**src/hdl/polynomial_benchmark_fitness_top_defines.svh**
```systemverilog
// Assertion macros shared by the fitness accumulator RTL.
// Taken in by the top level; no other dependencies.
`ifndef POLYNOMIAL_BENCHMARK_FITNESS_TOP_DEFINES_SVH
`define POLYNOMIAL_BENCHMARK_FITNESS_TOP_DEFINES_SVH
`ifndef SYNTHESIS
// Concurrent property check on a clock with an active-low reset
`define PBF_ASSERT(label, clk, rst_n, prop, msg) \
    label: assert property (@(posedge clk) disable iff (!rst_n) prop) else $error(msg);
// Condition in one cycle implies a consequence in the next
`define PBF_ASSERT_NEXT(label, clk, rst_n, cond, conseq, msg) \
    label: assert property (@(posedge clk) disable iff (!rst_n) (cond) |=> (conseq)) \
        else $error(msg);
`else
`define PBF_ASSERT(label, clk, rst_n, prop, msg)
`define PBF_ASSERT_NEXT(label, clk, rst_n, cond, conseq, msg)
`endif
`endif

```
**src/hdl/pbf_pkg.sv**
```systemverilog
// Shared types, widths and codes for the polynomial benchmark fitness block.
// No dependencies; used by the controller, the datapath and the top level.
`timescale 1ns / 1ps
`default_nettype none

package pbf_pkg;

    // Field widths
    localparam int COORD_W    = 16;
    localparam int MODE_W     = 2;
    localparam int FIT_W      = 63;
    localparam int M_TDATA_W  = 64;

    // Internal arithmetic widths
    localparam int PREFIX_W   = 23;
    localparam int OP_W       = 31;
    localparam int PROD_W     = 2 * OP_W;
    localparam int TERM_W     = 56;
    localparam int FRAC_W     = 16;
    localparam int COORD_FRAC = 8;
    localparam int SQ16_W     = 31;
    localparam int DIFF_W     = 32;
    localparam int C4_W       = 61;
    localparam int QRT_BASE_W = C4_W - FRAC_W;
    localparam int ROS_WT_W   = 7;
    localparam int SCALE_W    = PROD_W + ROS_WT_W;
    localparam int OFS_W      = COORD_W + 1;
    localparam int OFS_SQ_W   = 32;

    localparam int MAX_ELEMENTS_DEF = 64;

    localparam logic [ROS_WT_W-1:0] ROS_WEIGHT = 7'd100;
    localparam logic [OFS_W-1:0]    ROS_ONE    = 17'd256;
    localparam logic [FIT_W-1:0]    FIT_MAX    = {FIT_W{1'b1}};
    localparam logic [PREFIX_W-1:0] PREFIX_MAX = {1'b0, {(PREFIX_W-1){1'b1}}};
    localparam logic [PREFIX_W-1:0] PREFIX_MIN = {1'b1, {(PREFIX_W-1){1'b0}}};

    // Function select codes
    localparam logic [MODE_W-1:0] FN_SPHERE     = 2'd0;
    localparam logic [MODE_W-1:0] FN_SCHWEFEL   = 2'd1;
    localparam logic [MODE_W-1:0] FN_ROSENBROCK = 2'd2;
    localparam logic [MODE_W-1:0] FN_QUARTIC    = 2'd3;

    // Datapath step codes
    localparam int STEP_W = 4;
    localparam logic [STEP_W-1:0] STEP_NONE       = 4'd0;
    localparam logic [STEP_W-1:0] STEP_MUL_TERM   = 4'd1;
    localparam logic [STEP_W-1:0] STEP_MUL_PROD   = 4'd2;
    localparam logic [STEP_W-1:0] STEP_MUL_OPS    = 4'd3;
    localparam logic [STEP_W-1:0] STEP_ROS_DIFF   = 4'd4;
    localparam logic [STEP_W-1:0] STEP_ROS_OFFSET = 4'd5;
    localparam logic [STEP_W-1:0] STEP_ROS_SCALE  = 4'd6;
    localparam logic [STEP_W-1:0] STEP_ROS_SUM    = 4'd7;
    localparam logic [STEP_W-1:0] STEP_QRT_WEIGHT = 4'd8;

    // Controller to datapath commands
    typedef struct packed {
        logic              load;
        logic              add_term;
        logic              finish;
        logic [STEP_W-1:0] step;
    } dp_cmd_t;

    // Datapath to controller status
    typedef struct packed {
        logic [MODE_W-1:0] mode;
        logic              in_range;
        logic              have_prev;
    } dp_status_t;

endpackage

`default_nettype wire

```
**src/hdl/pbf_ctrl.sv**
```systemverilog
// Sequencing state machine for the fitness accumulator.
// Depends on pbf_pkg; drives the datapath by dp_cmd_t, reads dp_status_t.
`timescale 1ns / 1ps
`default_nettype none

module pbf_ctrl (
    input  wire logic               aclk,
    input  wire logic               aresetn,
    input  wire logic               s_tvalid,
    input  wire logic               s_tlast,
    output logic                    s_tready,
    output logic                    m_tvalid,
    input  wire logic               m_tready,
    input  pbf_pkg::dp_status_t     status,
    output pbf_pkg::dp_cmd_t        cmd
);
    import pbf_pkg::*;

    localparam int ST_W = 4;
    localparam logic [ST_W-1:0] ST_IDLE       = 4'd0;
    localparam logic [ST_W-1:0] ST_MUL1       = 4'd1;
    localparam logic [ST_W-1:0] ST_ROS_DIFF   = 4'd2;
    localparam logic [ST_W-1:0] ST_ROS_OFFSET = 4'd3;
    localparam logic [ST_W-1:0] ST_ROS_SCALE  = 4'd4;
    localparam logic [ST_W-1:0] ST_ROS_SUM    = 4'd5;
    localparam logic [ST_W-1:0] ST_QRT_SQ     = 4'd6;
    localparam logic [ST_W-1:0] ST_QRT_WEIGHT = 4'd7;
    localparam logic [ST_W-1:0] ST_FINISH     = 4'd8;

    logic [ST_W-1:0] state_reg, state_next;
    logic            last_reg, last_next;
    logic            pend_reg, pend_next;
    logic            m_tvalid_reg, m_tvalid_next;

    assign m_tvalid = m_tvalid_reg;

    // Next state and datapath commands
    always_comb begin
        state_next    = state_reg;
        last_next     = last_reg;
        pend_next     = pend_reg;
        m_tvalid_next = m_tvalid_reg & ~m_tready;
        s_tready      = 1'b0;
        cmd           = '0;
        cmd.step      = STEP_NONE;
        case (state_reg)
            ST_IDLE: begin
                // fold the previous word's term in while waiting
                s_tready     = 1'b1;
                cmd.add_term = pend_reg;
                pend_next    = 1'b0;
                if (s_tvalid) begin
                    cmd.load  = 1'b1;
                    last_next = s_tlast;
                    if (!status.in_range ||
                        (status.mode == FN_ROSENBROCK && !status.have_prev)) begin
                        state_next = s_tlast ? ST_FINISH : ST_IDLE;
                    end else begin
                        state_next = ST_MUL1;
                    end
                end
            end
            ST_MUL1: begin
                if (status.mode == FN_ROSENBROCK) begin
                    cmd.step   = STEP_MUL_PROD;
                    state_next = ST_ROS_DIFF;
                end else if (status.mode == FN_QUARTIC) begin
                    cmd.step   = STEP_MUL_OPS;
                    state_next = ST_QRT_SQ;
                end else begin
                    cmd.step   = STEP_MUL_TERM;
                    pend_next  = 1'b1;
                    state_next = last_reg ? ST_FINISH : ST_IDLE;
                end
            end
            ST_ROS_DIFF: begin
                cmd.step   = STEP_ROS_DIFF;
                state_next = ST_ROS_OFFSET;
            end
            ST_ROS_OFFSET: begin
                cmd.step   = STEP_ROS_OFFSET;
                state_next = ST_ROS_SCALE;
            end
            ST_ROS_SCALE: begin
                cmd.step   = STEP_ROS_SCALE;
                state_next = ST_ROS_SUM;
            end
            ST_ROS_SUM: begin
                cmd.step   = STEP_ROS_SUM;
                pend_next  = 1'b1;
                state_next = last_reg ? ST_FINISH : ST_IDLE;
            end
            ST_QRT_SQ: begin
                cmd.step   = STEP_MUL_PROD;
                state_next = ST_QRT_WEIGHT;
            end
            ST_QRT_WEIGHT: begin
                cmd.step   = STEP_QRT_WEIGHT;
                pend_next  = 1'b1;
                state_next = last_reg ? ST_FINISH : ST_IDLE;
            end
            ST_FINISH: begin
                // hold until the output register is free
                if (!m_tvalid_reg || m_tready) begin
                    cmd.finish    = 1'b1;
                    cmd.add_term  = pend_reg;
                    pend_next     = 1'b0;
                    m_tvalid_next = 1'b1;
                    state_next    = ST_IDLE;
                end
            end
            default: begin
                state_next = ST_IDLE;
            end
        endcase
    end

    always_ff @(posedge aclk) begin
        if (!aresetn) begin
            state_reg    <= ST_IDLE;
            last_reg     <= 1'b0;
            pend_reg     <= 1'b0;
            m_tvalid_reg <= 1'b0;
        end else begin
            state_reg    <= state_next;
            last_reg     <= last_next;
            pend_reg     <= pend_next;
            m_tvalid_reg <= m_tvalid_next;
        end
    end

endmodule

`default_nettype wire

```
**src/hdl/pbf_datapath.sv**
```systemverilog
// Datapath of the fitness accumulator: running state, shared squarer, term
// builder, saturating accumulator and result register. Depends on pbf_pkg.
`timescale 1ns / 1ps
`default_nettype none

module pbf_datapath #(
    parameter int MAX_ELEMENTS = pbf_pkg::MAX_ELEMENTS_DEF
) (
    input  wire logic                        aclk,
    input  wire logic                        aresetn,
    input  wire logic                        cfg_wr_en,
    input  wire logic [pbf_pkg::MODE_W-1:0]  cfg_wr_data,
    input  wire logic [pbf_pkg::COORD_W-1:0] coordinate,
    input  pbf_pkg::dp_cmd_t                 cmd,
    output pbf_pkg::dp_status_t              status,
    output logic [pbf_pkg::FIT_W-1:0]        fitness,
    output logic                             overflow
);
    import pbf_pkg::*;

    localparam int IDX_W = $clog2(MAX_ELEMENTS + 1);
    localparam int QRT_W = QRT_BASE_W + IDX_W;

    // Vector state
    logic [MODE_W-1:0]   mode_reg, mode_next;
    logic [FIT_W-1:0]    acc_reg, acc_next;
    logic                sat_reg, sat_next;
    logic [PREFIX_W-1:0] prefix_reg, prefix_next;
    logic [COORD_W-1:0]  prev_reg, prev_next;
    logic                have_prev_reg, have_prev_next;
    logic [IDX_W-1:0]    idx_reg, idx_next;

    // Working registers
    logic [OP_W-1:0]     ops_reg, ops_next;
    logic [PROD_W-1:0]   prod_reg, prod_next;
    logic [TERM_W-1:0]   term_reg, term_next;
    logic [COORD_W-1:0]  coord_reg, coord_next;
    logic [COORD_W-1:0]  pair_reg, pair_next;
    logic [IDX_W-1:0]    weight_reg, weight_next;
    logic [FIT_W-1:0]    fitness_reg, fitness_next;
    logic                overflow_reg, overflow_next;

    // Arithmetic
    logic                in_range;
    logic [PREFIX_W:0]   prefix_sum;
    logic [PREFIX_W-1:0] prefix_sat;
    logic [PREFIX_W-1:0] prefix_mag;
    logic [COORD_W:0]    coord_mag;
    logic [COORD_W:0]    prev_mag;
    logic [PROD_W-1:0]   mul_out;
    logic [DIFF_W-1:0]   ros_diff;
    logic [DIFF_W-1:0]   ros_mag;
    logic [OFS_W-1:0]    ros_ofs;
    logic [OFS_W-1:0]    ofs_mag;
    logic [SCALE_W-1:0]  ros_scaled;
    logic [QRT_W-1:0]    qrt_prod;
    logic [TERM_W-1:0]   term_add;
    logic [FIT_W:0]      acc_sum;
    logic [FIT_W-1:0]    acc_new;
    logic                sat_new;

    assign in_range = idx_reg < IDX_W'(MAX_ELEMENTS);

    assign status.mode      = mode_reg;
    assign status.in_range  = in_range;
    assign status.have_prev = have_prev_reg;

    assign fitness  = fitness_reg;
    assign overflow = overflow_reg;

    // Running prefix, clamped to its signed range
    assign prefix_sum = {prefix_reg[PREFIX_W-1], prefix_reg}
                      + {{(PREFIX_W+1-COORD_W){coordinate[COORD_W-1]}}, coordinate};
    always_comb begin
        if (prefix_sum[PREFIX_W] != prefix_sum[PREFIX_W-1]) begin
            prefix_sat = prefix_sum[PREFIX_W] ? PREFIX_MIN : PREFIX_MAX;
        end else begin
            prefix_sat = prefix_sum[PREFIX_W-1:0];
        end
    end

    // Magnitudes of the operands to square
    assign prefix_mag = prefix_sat[PREFIX_W-1] ? (~prefix_sat + 1'b1) : prefix_sat;
    assign coord_mag  = coordinate[COORD_W-1] ? (~{1'b1, coordinate} + 1'b1)
                                              : {1'b0, coordinate};
    assign prev_mag   = prev_reg[COORD_W-1] ? (~{1'b1, prev_reg} + 1'b1)
                                            : {1'b0, prev_reg};

    // Shared squarer
    assign mul_out = {{(PROD_W-OP_W){1'b0}}, ops_reg} * {{(PROD_W-OP_W){1'b0}}, ops_reg};

    // Rosenbrock: p^2 - x*256, then (p - 1.0)
    assign ros_diff = {{(DIFF_W-SQ16_W){1'b0}}, prod_reg[SQ16_W-1:0]}
                    - {{(DIFF_W-COORD_W-COORD_FRAC){coord_reg[COORD_W-1]}}, coord_reg,
                       {COORD_FRAC{1'b0}}};
    assign ros_mag  = ros_diff[DIFF_W-1] ? (~ros_diff + 1'b1) : ros_diff;
    assign ros_ofs  = {pair_reg[COORD_W-1], pair_reg} - ROS_ONE;
    assign ofs_mag  = ros_ofs[OFS_W-1] ? (~ros_ofs + 1'b1) : ros_ofs;
    assign ros_scaled = {{ROS_WT_W{1'b0}}, prod_reg} * {{PROD_W{1'b0}}, ROS_WEIGHT};

    // Quartic: floor(x^4 / 2^16) times the element weight
    assign qrt_prod = QRT_W'(prod_reg[C4_W-1:FRAC_W]) * QRT_W'(weight_reg);

    // Saturating accumulate
    assign term_add = cmd.add_term ? term_reg : '0;
    assign acc_sum  = {1'b0, acc_reg} + {{(FIT_W+1-TERM_W){1'b0}}, term_add};
    assign acc_new  = acc_sum[FIT_W] ? FIT_MAX : acc_sum[FIT_W-1:0];
    assign sat_new  = sat_reg | acc_sum[FIT_W];

    // Vector state update
    always_comb begin
        mode_next      = mode_reg;
        acc_next       = acc_new;
        sat_next       = sat_new;
        prefix_next    = prefix_reg;
        prev_next      = prev_reg;
        have_prev_next = have_prev_reg;
        idx_next       = idx_reg;
        if (cfg_wr_en) begin
            mode_next = cfg_wr_data;
        end
        if (cmd.load && in_range) begin
            prefix_next    = prefix_sat;
            prev_next      = coordinate;
            have_prev_next = 1'b1;
            idx_next       = idx_reg + IDX_W'(1);
        end
        if (cmd.finish) begin
            acc_next       = '0;
            sat_next       = 1'b0;
            prefix_next    = '0;
            prev_next      = '0;
            have_prev_next = 1'b0;
            idx_next       = '0;
        end
    end

    // Working register update
    always_comb begin
        ops_next      = ops_reg;
        prod_next     = prod_reg;
        term_next     = term_reg;
        coord_next    = coord_reg;
        pair_next     = pair_reg;
        weight_next   = weight_reg;
        fitness_next  = fitness_reg;
        overflow_next = overflow_reg;
        if (cmd.load) begin
            coord_next  = coordinate;
            pair_next   = prev_reg;
            weight_next = idx_reg + IDX_W'(1);
            case (mode_reg)
                FN_SCHWEFEL:   ops_next = OP_W'(prefix_mag);
                FN_ROSENBROCK: ops_next = OP_W'(prev_mag);
                default:       ops_next = OP_W'(coord_mag);
            endcase
        end
        case (cmd.step)
            STEP_MUL_TERM: begin
                term_next = TERM_W'(mul_out);
            end
            STEP_MUL_PROD: begin
                prod_next = mul_out;
            end
            STEP_MUL_OPS: begin
                ops_next = mul_out[OP_W-1:0];
            end
            STEP_ROS_DIFF: begin
                ops_next = ros_mag[OP_W-1:0];
            end
            STEP_ROS_OFFSET: begin
                prod_next = mul_out;
                ops_next  = OP_W'(ofs_mag);
            end
            STEP_ROS_SCALE: begin
                term_next = TERM_W'(ros_scaled[SCALE_W-1:FRAC_W]);
                prod_next = mul_out;
            end
            STEP_ROS_SUM: begin
                term_next = term_reg + TERM_W'(prod_reg[OFS_SQ_W-1:0]);
            end
            STEP_QRT_WEIGHT: begin
                term_next = TERM_W'(qrt_prod);
            end
            default: begin
                term_next = term_reg;
            end
        endcase
        if (cmd.finish) begin
            fitness_next  = acc_new;
            overflow_next = sat_new;
        end
    end

    always_ff @(posedge aclk) begin
        if (!aresetn) begin
            mode_reg      <= FN_SPHERE;
            acc_reg       <= '0;
            sat_reg       <= 1'b0;
            prefix_reg    <= '0;
            prev_reg      <= '0;
            have_prev_reg <= 1'b0;
            idx_reg       <= '0;
        end else begin
            mode_reg      <= mode_next;
            acc_reg       <= acc_next;
            sat_reg       <= sat_next;
            prefix_reg    <= prefix_next;
            prev_reg      <= prev_next;
            have_prev_reg <= have_prev_next;
            idx_reg       <= idx_next;
        end
    end

    always_ff @(posedge aclk) begin
        ops_reg      <= ops_next;
        prod_reg     <= prod_next;
        term_reg     <= term_next;
        coord_reg    <= coord_next;
        pair_reg     <= pair_next;
        weight_reg   <= weight_next;
        fitness_reg  <= fitness_next;
        overflow_reg <= overflow_next;
    end

endmodule

`default_nettype wire

```
**src/hdl/polynomial_benchmark_fitness_top.sv**
```systemverilog
// Polynomial benchmark fitness accumulator: usage notes.
// Input stream: one signed Q7.8 coordinate per word on s_tdata, s_tlast on
// the final element of a vector. Output stream: one word per vector, the
// unsigned Q47.16 fitness on m_tdata and the saturation flag on m_tuser.
// cfg_wr_en / cfg_wr_data write the function select (0 sphere, 1 Schwefel
// 1.2, 2 Rosenbrock, 3 weighted quartic); write it only between words.
// A word is taken only once the previous word's term is built, since each
// term walks through the single shared squarer step by step; the first
// Rosenbrock element and elements beyond MAX_ELEMENTS build no term. The
// result of a vector is loaded into the output register in the finish
// state that follows the last element's term, once the register is free.
// The output register lets the next vector's words be taken while a result
// waits; a stalled receiver only holds the end of the following vector.
// Reset (aresetn low, synchronous) clears the running totals, the select
// register and the output valid.
// Depends on pbf_pkg, pbf_ctrl, pbf_datapath and the defines header.
`timescale 1ns / 1ps
`default_nettype none

`include "polynomial_benchmark_fitness_top_defines.svh"

module polynomial_benchmark_fitness_top #(
    parameter int MAX_ELEMENTS = pbf_pkg::MAX_ELEMENTS_DEF
) (
    input  wire logic                          aclk,
    input  wire logic                          aresetn,
    input  wire logic                          cfg_wr_en,
    input  wire logic [pbf_pkg::MODE_W-1:0]    cfg_wr_data,
    input  wire logic                          s_tvalid,
    output logic                               s_tready,
    input  wire logic [pbf_pkg::COORD_W-1:0]   s_tdata,   // [15:0] coordinate
    input  wire logic                          s_tlast,
    output logic                               m_tvalid,
    input  wire logic                          m_tready,
    output logic [pbf_pkg::M_TDATA_W-1:0]      m_tdata,   // [62:0] fitness, [63] zero
    output logic                               m_tuser    // [0] overflow
);
    import pbf_pkg::*;

    dp_cmd_t              dp_cmd;
    dp_status_t           dp_status;
    logic [FIT_W-1:0]     fitness;
    logic                 overflow;

    pbf_ctrl u_ctrl (
        .aclk     (aclk),
        .aresetn  (aresetn),
        .s_tvalid (s_tvalid),
        .s_tlast  (s_tlast),
        .s_tready (s_tready),
        .m_tvalid (m_tvalid),
        .m_tready (m_tready),
        .status   (dp_status),
        .cmd      (dp_cmd)
    );

    pbf_datapath #(
        .MAX_ELEMENTS (MAX_ELEMENTS)
    ) u_datapath (
        .aclk        (aclk),
        .aresetn     (aresetn),
        .cfg_wr_en   (cfg_wr_en),
        .cfg_wr_data (cfg_wr_data),
        .coordinate  (s_tdata),
        .cmd         (dp_cmd),
        .status      (dp_status),
        .fitness     (fitness),
        .overflow    (overflow)
    );

    // Pack the result word
    assign m_tdata = {{(M_TDATA_W-FIT_W){1'b0}}, fitness};
    assign m_tuser = overflow;

    // Result register is only loaded when it is empty or being drained
    `PBF_ASSERT(a_finish_slot, aclk, aresetn, dp_cmd.finish |-> (!m_tvalid || m_tready), "result loaded over a pending word")
    // A vector is closed only while no new word enters
    `PBF_ASSERT(a_no_load_on_finish, aclk, aresetn, dp_cmd.finish |-> !(s_tvalid && s_tready), "word accepted while closing a vector")
    // Closing a vector presents its result next cycle
    `PBF_ASSERT_NEXT(a_result_follows, aclk, aresetn, dp_cmd.finish, m_tvalid, "result not presented after close")
    // Output valid rises only from a vector close
    `PBF_ASSERT(a_result_source, aclk, aresetn, $rose(m_tvalid) |-> $past(dp_cmd.finish), "output valid without a vector close")

endmodule

`default_nettype wire
```
**config.mk**
```make
export PLATFORM = sky130hd
export DESIGN_NAME = polynomial_benchmark_fitness_top
export DESIGN_NICKNAME = d
export VERILOG_FILES = /design/src/hdl/pbf_pkg.sv /design/src/hdl/pbf_ctrl.sv /design/src/hdl/pbf_datapath.sv /design/src/hdl/polynomial_benchmark_fitness_top.sv
export VERILOG_INCLUDE_DIRS = /design/src /design/src/hdl
export SDC_FILE = /design/constraint.sdc
export NUM_CORES = 2
export LEC_CHECK = 0
export ABC_AREA = 1
export BUFFER_PORTS_ARGS = -buffer_cell sky130_fd_sc_hd__buf_4
export CORE_MARGIN = 4
export CORE_UTILIZATION = 45
export CTS_BUF_LIST = sky130_fd_sc_hd__clkbuf_16
export CTS_CLUSTER_DIAMETER = 150
export DETAILED_ROUTE_END_ITERATION = 8
export GPL_ROUTABILITY_DRIVEN = 0
export PLACE_DENSITY = 0.72
export REMOVE_ABC_BUFFERS = 1
export SETUP_SLACK_MARGIN = 0.15
export SKIP_CTS_REPAIR_TIMING = 1
export SYNTH_ARGS = -nofsm -noshare
export SYNTH_HDL_FRONTEND = slang
export SYNTH_SLANG_ARGS = --single-unit
```
**constraint.sdc**
```tcl
create_clock -name aclk -period 17.7 [get_ports aclk]
set_input_delay 2.655 -clock aclk [delete_from_list [all_inputs] [get_ports aclk]]
set_output_delay 2.655 -clock aclk [all_outputs]
set_load 0.02 [all_outputs]
```
==> impl_results.html <==
<table>
<tr><th>Metric</th><th>Value</th></tr>
<tr><th colspan="2">Run status</th></tr>
<tr><td>Result of the run</td><td>finished, final reports clean</td></tr>
<tr><th colspan="2">Routing</th></tr>
<tr><td>Wirelength per Cell</td><td>19.69 microns</td></tr>
<tr><td>Routed Wire Length</td><td>228.6 mm</td></tr>
<tr><td>Post-route DRC violation count</td><td>0</td></tr>
<tr><td>Number of optimization iterations in the first detailed-route pass</td><td>7</td></tr>
<tr><td>Detailed router's first-iteration violation count</td><td>7270</td></tr>
<tr><td>Vias/cell</td><td>5.557</td></tr>
<tr><td>Post-DRT Antenna Nets</td><td>0</td></tr>
<tr><td>Total via count after detailed routing</td><td>64.53k</td></tr>
<tr><th colspan="2">Die</th></tr>
<tr><td>Vertical die dimension</td><td>407.2 microns</td></tr>
<tr><td>Core region area</td><td>0.1584 sq mm</td></tr>
<tr><td>Total number of placement rows</td><td>146</td></tr>
<tr><td>Die outline width</td><td>407.2 microns</td></tr>
<tr><td>Total die area</td><td>0.1658 sq mm</td></tr>
<tr><td>Number of ports placed on the die boundary</td><td>91</td></tr>
<tr><td>Initial core utilization</td><td>45.29%</td></tr>
<tr><th colspan="2">Synth</th></tr>
<tr><td>Proportion of register bits with asynchronous set or reset after synthesis</td><td>0%</td></tr>
<tr><td>Share of the synthesized netlist area taken by xor and xnor gates</td><td>2.085%</td></tr>
<tr><td>Main combinational cell family by area after synthesis</td><td>adder cells</td></tr>
<tr><td>Post-synthesis cell area</td><td>0.07173 sq mm</td></tr>
<tr><td>EDFF count, synth</td><td>251</td></tr>
<tr><td>Cells after synthesis</td><td>9555</td></tr>
<tr><td>Post-synthesis compound-gate area fraction</td><td>10.73%</td></tr>
<tr><td>Sequential element share of the synthesized area</td><td>13.86%</td></tr>
<tr><td>Mean post-synth cell area</td><td>7.507 sq um</td></tr>
<tr><td>Total number of yosys warnings</td><td>0</td></tr>
<tr><td>Adder and majority cell fraction of the synthesized area</td><td>40.27%</td></tr>
<tr><td>Number of synthesized register bits</td><td>371</td></tr>
<tr><td>Post-synthesis mux area share</td><td>0.01570%</td></tr>
<tr><td>Most frequently used flop master after synthesis</td><td>sky130_fd_sc_hd__edfxtp_1</td></tr>
<tr><td>Area fraction in and, or, nand and nor cells after synthesis</td><td>18.77%</td></tr>
<tr><td>Post-synth cell types</td><td>70</td></tr>
<tr><th colspan="2">Setup path</th></tr>
<tr><td>Setup crit start kind</td><td>register</td></tr>
<tr><td>Maximum cell stage delay along the critical path</td><td>610 ps</td></tr>
<tr><td>Crit Path Category</td><td>register to register</td></tr>
<tr><td>Crit path arrival time</td><td>8700 ps</td></tr>
<tr><td>Worst-path fanout max</td><td>32</td></tr>
<tr><td>Kind of end point of the critical path</td><td>register</td></tr>
<tr><td>Most frequent cell on the critical path</td><td>sky130_fd_sc_hd__fa_1</td></tr>
<tr><td>Worst Path Required</td><td>18160 ps</td></tr>
<tr><td>Cell with the largest stage delay on the worst path</td><td>sky130_fd_sc_hd__nor4_1</td></tr>
<tr><th colspan="2">Timing</th></tr>
<tr><td>Final min period</td><td>8242 ps</td></tr>
<tr><td>RSZ-0062 raised after global routing</td><td>false</td></tr>
<tr><td>Setup Total Neg Slack</td><td>0 ps</td></tr>
<tr><td>Final Hold Vio Count</td><td>0</td></tr>
<tr><td>Fin Clk Skew</td><td>26.21 ps</td></tr>
<tr><td>Final worst slack</td><td>9458 ps</td></tr>
<tr><td>Slew Limit Fails</td><td>0</td></tr>
<tr><td>Relative slew margins</td><td>24.45%</td></tr>
<tr><td>Highest Clock Rate</td><td>121.3 MHz</td></tr>
<tr><td>Period Utilization, post-route</td><td>46.57%</td></tr>
<tr><td>Final setup fails</td><td>0</td></tr>
<tr><td>Slew at the pin with the worst max-slew slack</td><td>1129 ps</td></tr>
<tr><th colspan="2">Global routing</th></tr>
<tr><td>Maximum number of pins on one net before global-route repair</td><td>81</td></tr>
<tr><td>GR met1 Demand/Resource</td><td>35.51%</td></tr>
<tr><td>Met3 demand-to-capacity share in global routing</td><td>5.498%</td></tr>
<tr><td>Global-route wire length before repair</td><td>358.3 mm</td></tr>
<tr><td>GRT Util Overall</td><td>27.17%</td></tr>
<tr><td>Number of antenna violations at the first check in global routing</td><td>15</td></tr>
<tr><td>Met2 Usage GRT</td><td>43.28%</td></tr>
<tr><td>Number of global-route vias before repair</td><td>64.62k</td></tr>
<tr><td>Total congestion overflow after global routing</td><td>0</td></tr>
<tr><td>Most congested layer reported by global routing</td><td>met2</td></tr>
<tr><th colspan="2">CTS</th></tr>
<tr><td>Number of buffers on the longest clock path</td><td>3</td></tr>
<tr><td>CTS tree</td><td>built</td></tr>
<tr><td>Number of sinks handled by clock tree synthesis</td><td>371</td></tr>
<tr><td>Clk slew on worst S/H paths</td><td>70 ps</td></tr>
<tr><td>Clock buffers created by TritonCTS</td><td>45</td></tr>
<tr><td>Number of levels the H-tree was split into</td><td>2</td></tr>
<tr><td>Worst-skew pair later-pin latency</td><td>620 ps</td></tr>
<tr><td>Root Buffer Master</td><td>sky130_fd_sc_hd__clkbuf_16</td></tr>
<tr><th colspan="2">Finish</th></tr>
<tr><td>Area growth, synth to finish</td><td>6.011%</td></tr>
<tr><td>Commonest non-fill, non-tap cell in the layout</td><td>sky130_fd_sc_hd__inv_1</td></tr>
<tr><td>Share of final-layout standard cells stronger than drive strength 1</td><td>3.965%</td></tr>
<tr><td>Most frequent cells in the layout</td><td>sky130_fd_sc_hd__inv_1, sky130_fd_sc_hd__nand2_1, sky130_fd_sc_hd__fa_1, sky130_fd_sc_hd__ha_1, sky130_fd_sc_hd__nor2_1</td></tr>
<tr><td>Layout net count</td><td>11.22k</td></tr>
<tr><th colspan="2">Hold path</th></tr>
<tr><td>Class of the worst hold path</td><td>register to register</td></tr>
<tr><th colspan="2">Placed design</th></tr>
<tr><td>Pre-CTS setup slack</td><td>9716 ps</td></tr>
<tr><td>PortBufs</td><td>89</td></tr>
<tr><td>Placed wire-length estimate after detailed placement</td><td>185.4 mm</td></tr>
<tr><th colspan="2">Flow run</th></tr>
<tr><td>Max capacitance violation total</td><td>0</td></tr>
</table>
==> through the flow <==
stage	cells	cell area (sq um)	hold WS, ps	util, %
2_1_floorplan	9299	70690	444.1	-
3_3_place_gp	11520	74480	464.7	47.02
3_5_place_dp	11520	74490	476.1	47.03
4_1_cts	11610	76020	485.1	48.00
5_1_grt	11610	76020	513.0	48.00
6_report	11610	76040	486.1	48.01
==> cells by family (layout without fill, tap and decap cells) <==
kind of cell    count (synthesis)  after routing
compound gates               1361           1361
xor+xnor                      169            169
fa+ha+maj                    1695           1695
buf+inv                      2706           2682
flops                         371            371
mux                             1              1
other cells                     2             11
simple gates                 3250           3250
==> final timing paths <==
| path | slack, ps | depth (start not counted) | from | to |
|---|---|---|---|---|
| worst max-delay path | 9460 | 27 | u_datapath.ops_reg[8]$_DFFE_PP_ | u_datapath.term_reg[52]$_DFFE_PP_ |
| worst min-delay path | 490 | 2 | u_datapath.idx_reg[1]$_SDFFE_PP0P_ | u_datapath.idx_reg[1]$_SDFFE_PP0P_ |
| worst max register to register | 9460 | 27 | u_datapath.ops_reg[8]$_DFFE_PP_ | u_datapath.term_reg[52]$_DFFE_PP_ |
| worst min register to register | 490 | 2 | u_datapath.idx_reg[1]$_SDFFE_PP0P_ | u_datapath.idx_reg[1]$_SDFFE_PP0P_ |
==> cells in the mapped netlist (13+ instances only) <==
master | n | share of area, %
sky130_fd_sc_hd__nand3b_1 | 17 | 0.18
sky130_fd_sc_hd__nor2_1 | 639 | 3.3
sky130_fd_sc_hd__xor2_1 | 100 | 1.2
sky130_fd_sc_hd__inv_1 | 2438 | 13
sky130_fd_sc_hd__o21bai_1 | 29 | 0.30
sky130_fd_sc_hd__dfxtp_1 | 120 | 3.3
sky130_fd_sc_hd__nand2_2 | 22 | 0.19
sky130_fd_sc_hd__buf_2 | 16 | 0.11
sky130_fd_sc_hd__o21ai_0 | 394 | 2.7
sky130_fd_sc_hd__o31ai_1 | 13 | 0.14
sky130_fd_sc_hd__a21o_1 | 43 | 0.45
sky130_fd_sc_hd__o2111ai_1 | 23 | 0.28
sky130_fd_sc_hd__o21ai_1 | 16 | 0.11
sky130_fd_sc_hd__o211ai_1 | 32 | 0.33
sky130_fd_sc_hd__a31oi_1 | 94 | 0.82
sky130_fd_sc_hd__nand4_1 | 75 | 0.65
sky130_fd_sc_hd__a21oi_1 | 593 | 4.1
sky130_fd_sc_hd__clkbuf_1 | 221 | 1.2
sky130_fd_sc_hd__a21boi_0 | 25 | 0.26
sky130_fd_sc_hd__xnor2_1 | 67 | 0.82
sky130_fd_sc_hd__edfxtp_1 | 251 | 11
sky130_fd_sc_hd__nand2_1 | 1926 | 10
sky130_fd_sc_hd__nor3_1 | 88 | 0.61
sky130_fd_sc_hd__fa_1 | 1022 | 29
sky130_fd_sc_hd__nor4_1 | 31 | 0.27
sky130_fd_sc_hd__o21a_1 | 39 | 0.41
sky130_fd_sc_hd__nand3_1 | 341 | 2.4
sky130_fd_sc_hd__or2_2 | 71 | 0.62
sky130_fd_sc_hd__ha_1 | 673 | 12
==> area by class of cell <==
type	instances	area (sq um)
antenna	6	15.01
clock buffer	47	1176
clock inverter	37	354.1
fill	15300	82340
inverter	2447	9186
multi-input combinational	6481	51640
sequential	371	9940
tap	2072	2592
timing repair buffer	151	1137
==> critical path: cells and delay by family, from the launching register on <==
family / cells / cell delay (ps)
AO/OA/AOI/OAI: 2 / 270
XOR/XNOR: 1 / 330
adder cells (fa/ha/maj): 9 / 4480
buffers and inverters: 6 / 770
flip-flops: 1 / 320
AND/OR/NAND/NOR: 9 / 1910
==> routing by layer <==
metal	vias to the layer above	part of all wire, %
met2	3637	44
met5	-	0.047
li1	29320	-
met3	762	10
met1	30800	39
met4	16	5.9
Power is not shown: default switching activity piles up to over one toggle a cycle in this logic, so the estimate is an artifact.
